--- config.mk ---
export PLATFORM = sky130hd
export DESIGN_NAME = grt_div
export DESIGN_NICKNAME = d
export VERILOG_FILES = /design/src/rtl/core/grt_pkg.sv /design/src/rtl/core/grt_div.sv
export SDC_FILE = /design/constraint.sdc
export NUM_CORES = 1
export LEC_CHECK = 0
export BUFFER_PORTS_ARGS = -buffer_cell sky130_fd_sc_hd__buf_2
export CORE_MARGIN = 4
export CORE_UTILIZATION = 60
export CTS_CLUSTER_DIAMETER = 120
export DETAILED_ROUTE_END_ITERATION = 7
export GPL_ROUTABILITY_DRIVEN = 1
export PLACE_DENSITY = 0.8
export REMOVE_ABC_BUFFERS = 1
export SETUP_SLACK_MARGIN = 0.3
export SLEW_MARGIN = 20
export SYNTH_ARGS = -nofsm -noshare
export SYNTH_HDL_FRONTEND = slang
export SYNTH_SLANG_ARGS = --single-unit
--- constraint.sdc ---
create_clock -name clk_i -period 7.29 [get_ports clk_i]
set_input_delay 1.0935 -clock clk_i [delete_from_list [all_inputs] [get_ports clk_i]]
set_output_delay 1.0935 -clock clk_i [all_outputs]
set_load 0.01 [all_outputs]
--- src/rtl/core/grt_pkg.sv ---
// grt_pkg: shared constants and types for the grid ray traversal core
// no dependencies; imported by grt_div and grid_ray_traversal_core
package grt_pkg;

  localparam int MapSide  = 32;
  localparam int MapBits  = $clog2(MapSide);
  localparam int TileBits = 4;
  localparam int CellBits = 14;  // signed cell index, holds -1 .. MapSide<<7
  localparam int LenBits  = 20;

  localparam logic [LenBits-1:0] StepSat = 20'h7FFFF;
  localparam logic signed [CellBits-1:0] CellLimit = CellBits'(MapSide << 7);

  // configuration register indexes
  localparam logic [1:0] CfgCellLog2 = 2'd0;
  localparam logic [1:0] CfgColumns  = 2'd1;
  localparam logic [1:0] CfgRows     = 2'd2;
  localparam logic [1:0] CfgMaxDist  = 2'd3;

  // input commands
  localparam logic CmdWriteTile = 1'b0;
  localparam logic CmdCast      = 1'b1;

  typedef logic [LenBits-1:0] len_t;

endpackage

--- src/rtl/core/grt_div.sv ---
// grt_div: restoring divider, one quotient bit per cycle, computes 2^22 / divisor
// saturated to the step length range; depends on grt_pkg
module grt_div (
  input  logic              clk_i,
  input  logic              rst_ni,
  input  logic              start_i,
  input  logic [15:0]       divisor_i,
  output logic              done_o,
  output grt_pkg::len_t     quot_o
);
  import grt_pkg::*;

  logic [15:0] div_q;
  logic [15:0] rem_q, rem_d;
  logic [22:0] quo_q;
  logic [4:0]  cnt_q;
  logic        run_q, done_q;
  logic [16:0] trial;
  logic        ge;

  // the dividend has a single one at bit 22
  assign trial = {rem_q, (cnt_q == 5'd22)};
  assign ge    = trial >= {1'b0, div_q};
  assign rem_d = ge ? 16'(trial - {1'b0, div_q}) : trial[15:0];

  always_ff @(posedge clk_i or negedge rst_ni) begin
    if (!rst_ni) begin
      run_q  <= 1'b0;
      done_q <= 1'b0;
      cnt_q  <= '0;
    end else begin
      done_q <= 1'b0;
      if (start_i) begin
        run_q <= 1'b1;
        cnt_q <= 5'd22;
      end else if (run_q) begin
        if (cnt_q == 5'd0) begin
          run_q  <= 1'b0;
          done_q <= 1'b1;
        end else begin
          cnt_q <= cnt_q - 5'd1;
        end
      end
    end
  end

  always_ff @(posedge clk_i) begin
    if (start_i) begin
      div_q <= divisor_i;
      rem_q <= '0;
      quo_q <= '0;
    end else if (run_q) begin
      rem_q <= rem_d;
      quo_q <= {quo_q[21:0], ge};
    end
  end

  // a zero divisor yields all ones, which saturates as well
  assign quot_o = (|quo_q[22:19]) ? StepSat : quo_q[19:0];
  assign done_o = done_q;

endmodule
### Word-level counts from Yosys, hierarchy flattened

Cells that the tools add are included.

* bits of input ports: 19
* output and inout bits: 21
* register bits after elaboration: 62

* reduce and logical (&&, ||, !) cells: 4
* add/subtract/negate cells: 2
* muxes and demuxes: 11
* $lt $le $gt $ge: 1
* equal/unequal tests: 2

Operators by type and width (number)
* $mux 20: 1
* $ge 17x16->1: 1
* $mux 16: 1
* $sub 16x16->16: 1
* $mux 5: 3
* $mux 1: 6
* $eq 5x5->1 const B: 1
* $logic_not 5->1: 1
* $sub 5x1->5 const B: 1
* $reduce_or 4->1: 1
* $ne 2x2->1 const B: 1
* $reduce_and 2->1: 1
* $reduce_bool 2->1: 1

### Depth between registers and ports, before layout

* depth after elaboration: 4
* gate-level depth with buffers: 12
* depth with buffers taken out: 11

### Worst setup path before layout

OpenSTA, ideal clock, no wires.

* kind: flip-flop to output port
* from: register quo_q[22]
* to: output quot_o[10]
* path buffers: 1
* stages on the path, launching flop included: 4
* path slack: 4569 ps
* data required time: 6196 ps
* arrival: 1628 ps
* cells stage by stage: dfxtp_1 -> nor4_1 -> clkbuf_1 -> nand2b_1

* cells in the longest elaborated chain, start to end: 2

RTL lines
* from (decl): RTL line grt_div.sv:15 `logic [22:0] quo_q;`
* from (signal assigned): RTL line grt_div.sv:54 `quo_q <= {quo_q[21:0], ge};`
* $reduce_or 4->1: RTL line grt_div.sv:59 `assign quot_o = (|quo_q[22:19]) ? StepSat : quo_q[19:0];`
* $mux 20: RTL line grt_div.sv:59
* to (decl): RTL line grt_div.sv:9 `output grt_pkg::len_t quot_o`

Every way passes these cells.

### Final worst setup path

* from: register cnt_q[0]
* to: register rem_q[14]

* cells in the longest elaborated chain, start to end: 3

RTL lines
* from (decl): RTL line grt_div.sv:16 `logic [4:0] cnt_q;`
* from (signal assigned): RTL line grt_div.sv:41 `cnt_q <= cnt_q - 5'd1;`
* $eq 5x5->1 *: RTL line grt_div.sv:22 `assign trial = {rem_q, (cnt_q == 5'd22)};`
* $sub 16x16->16 / $ge 17x16->1 (equally long branches): RTL line grt_div.sv:24, grt_div.sv:23
* $mux 16 *: RTL line grt_div.sv:24 `assign rem_d = ge ? 16'(trial - {1'b0, div_q}) : trial[15:0];`
* to (signal assigned): RTL line grt_div.sv:53 `rem_q <= rem_d;`
* to (decl): RTL line grt_div.sv:14 `logic [15:0] rem_q, rem_d;`

Every way passes the cells marked *; elsewhere a longest branch is shown, timed or not.
A chain may end at the register's enable or synchronous reset.

==> flow_summary_export.csv <==
group,metric,value,unit
timing,period_share,40.8,%
grt,antenna_found_initial,0,
clock_network,clockRootBuffer,"clkbuf_8",
synth,yosys_warnings,0,
worst_setup_path,end_kind,"flop",
layout,regArea,1440,um^2
floorplanning,dieHeight,83.4,um
timing,hold_ws,0.495,ns
clock_network,cts_max_path_buffers,2,
grt,grt_max_degree,56,
synth,synth-seq-cells,62,
timing,setup_viol,0,
clock_network,cts_hold_buf,0,
routing,wl_per_cell,13.7,um
routing,drt_iter0_markers,172,
routing,first_pass_iters,4,
status,status,"finished, final reports clean",
floorplanning,fp.dieArea,6950,um^2
clock_network,cts_buffers,9,
layout,nFillCells,433,
timing,finalSetupTns,0,ns
grt,grt_pass1_vias,2647,
layout,stdcell_area,3830,um^2
timing,worst_pin_slew,0.749,ns
layout,area_delta_synth_final,12.5,%
worst_setup_path,r2r-end,"rem_q[14]",
clock_network,clk_latency,0.34,ns
grt,grt_overflow,0,
synth,syn_inst,373,
placed_design,io_buffer_count,38,
grt,grt_pass1_wl,11700,um
floorplanning,pin_count,40,
layout,layout-drive-gt1-share,15.4,%
worst_setup_path,crit_start,"cnt_q[0]",
flow_run,max_cap_viol_count,0,
synth,avgSynthCellArea,9.13,um^2
routing,vias,2731,
floorplanning,core_area,5510,um^2
placed_design,hpwl,4560,um
floorplanning,rows,27,
worst_setup_path,worst_setup_path_start_kind,"flop",
timing,rsz0062_at_grt,"no",
worst_setup_path,rrSetupSlack,4.32,ns
worst_setup_path,rr_worst_depth,11,
worst_setup_path,critPathRequiredTime,7.55,ns
synth,synth_cell_types,55,
timing,relSlewSlack,50.1,%
hold_path,hold_class,"flop to flop",
clock_network,cts_max_level,3,
worst_setup_path,critPathMaxFanout,5,
placed_design,placed_area,3620,um^2
layout,fin_nets,444,
layout,layout_commonest_cell,"nor2_1",
placed_design,gp_congestion,0.810,
grt,grtUsageTotal,20.5,%
routing,drc,0,
floorplanning,die_x,83.4,um
clock_network,post_cts_resized,0,
floorplanning,start_util,61.9,%
synth,synth_edf_count,16,
synth,ys.flop_type,"dfxtp_1",
routing,drt_wl_total,6600,um
worst_setup_path,crit_end,"rem_q[14]",
routing,vias_per_cell,5.67,
synth,seq_area_frac_synth,42.2,%
pwr,ir_worst_vdd,0.158,mV
layout,fin_cells,482,
synth,async_flop_share,11.3,%
clock_network,post_cts_buffers,0,
layout,num_antenna_cells,0,
clock_network,cts_sinks,62,
pwr,p_per_area,203,nW/um^2
routing,ant_nets,0,
worst_setup_path,cp.arrival,3.23,ns
placed_design,dp.cells,466,
timing,clock_skew,0.00579,ns
pwr,leakage,1.91,nW
worst_setup_path,worstSetupPathType,"flop to flop",
layout,multi_input_area,1810,um^2
timing,drv_slew,0,
layout,final_cell_mix,"nor2_1 (51), dfxtp_1 (39), buf_2 (38)",
timing,hold_viol_final,0,
clock_network,clk_pin_slew,0.07,ns
worst_setup_path,r2r-start,"cnt_q[0]",
synth,syn_area,3410,um^2
timing,finalCriticalPeriod,2.97,ns
timing,fmax,337,MHz
clock_network,cts_tree,"yes",
synthesized netlist by cell type (all sizes together), types with 2 or more instances:
cell | count | area, um^2
a21oi | 16 | 80.1
o311ai | 2 | 17.5
a311o | 2 | 20.0
inv | 21 | 78.8
a311oi | 9 | 78.8
nor2 | 51 | 191
a21o | 9 | 67.6
o21ai | 11 | 58.8
dfrtp | 7 | 175
nand3 | 10 | 55.1
buf | 5 | 35.0
nor3 | 6 | 30.0
nand2b | 24 | 150
nand2 | 33 | 124
edfxtp | 16 | 480
xnor2 | 7 | 61.3
mux2i | 23 | 230
ha | 19 | 238
a32o | 2 | 20.0
a211oi | 2 | 15.0
dfxtp | 39 | 781
a31o | 3 | 26.3
and3 | 5 | 31.3
nand4 | 2 | 12.5
xor2 | 5 | 43.8
o211ai | 4 | 30.0
clkbuf | 14 | 52.6
a2111oi | 2 | 17.5
nor4 | 6 | 52.6
worst max-delay path, cell delays in order (launching register included):
cell,delay [ns]
dfrtp_1,0.38
inv_1,0.13
ha_1,0.18
nand4b_1,0.14
ha_1,0.24
fa_1,0.38
nand2b_1,0.19
a21o_1,0.20
a21o_1,0.22
a21o_1,0.21
a2111o_1,0.36
a311oi_1,0.25
through the flow:
| step | utilization (%) | power (mW) | setup slack (ns) |
|---|---|---|---|
| 2_1_floorplan | - | 0.449 | 4.15 |
| 3_3_place_gp | 65.8 | 0.473 | 4.46 |
| 3_5_place_dp | 65.8 | 0.477 | 4.38 |
| 4_1_cts | 69.6 | 0.788 | 4.32 |
| 5_1_grt | 69.6 | 0.819 | 4.12 |
| 6_report | 69.6 | 0.780 | 4.32 |
sequential cells by signal (all words and copies together), names as in the netlist:
signal,flops
quo_q,23
div_q,16
cnt_q,5
done_o,1
rem_q,16
run_q,1
routing by layer:
| metal | part of all wire, % | global-route usage [%] | vias to the layer above | wire [um] |
|---|---|---|---|---|
| met5 | 0 | 0 | - | 0 |
| met4 | 3.1 | 11.0 | 0 | 202 |
| met3 | 6.2 | 5.56 | 15 | 407 |
| met2 | 46 | 32.1 | 82 | 3030 |
| met1 | 45 | 25.5 | 1241 | 2960 |
| li1 | - | - | 1393 | - |
worst min-delay path by stage:
stage               cells past startpoint  slack (ns)   endpoint      start
floorplan                               2        0.46  quo_q[22]  quo_q[22]
global placement                        2        0.48   rem_q[7]   rem_q[6]
detailed placement                      2        0.49   rem_q[7]   rem_q[6]
CTS                                     2        0.50   rem_q[6]   rem_q[5]
global route                            2        0.53   rem_q[8]   rem_q[7]
finish                                  2        0.50   rem_q[6]   rem_q[5]
cell type report:
type	instances	share of cell area, %
tap	72	2.35
clock buffer	11	3.98
clock inverter	5	1.47
sequential	62	37.6
inverter	22	2.15
multi-input combinational	270	47.1
timing repair buffer	40	5.35
power breakdown:
| group | leakage, nW | internal [mW] | switching [mW] |
|---|---|---|---|
| Clock | 0.104 | 0.178 | 0.132 |
| Sequential | 0.549 | 0.367 | 0.00765 |
| Combinational | 1.25 | 0.0387 | 0.0569 |
| Total | 1.91 | 0.583 | 0.197 |
cells by family after synthesis:
logic type / after synthesis / synth area share (%)
buffers and inverters: 41 / 4.99
AO/OA/AOI/OAI: 73 / 15.5
XOR/XNOR: 12 / 3.08
other: 1 / 0.110
adder cells (fa/ha/maj): 20 / 7.57
flip-flops: 62 / 42.2
multiplexers: 23 / 6.76
AND/OR/NAND/NOR: 141 / 19.9
No activity file was read; power rests on OpenSTA's default activity.
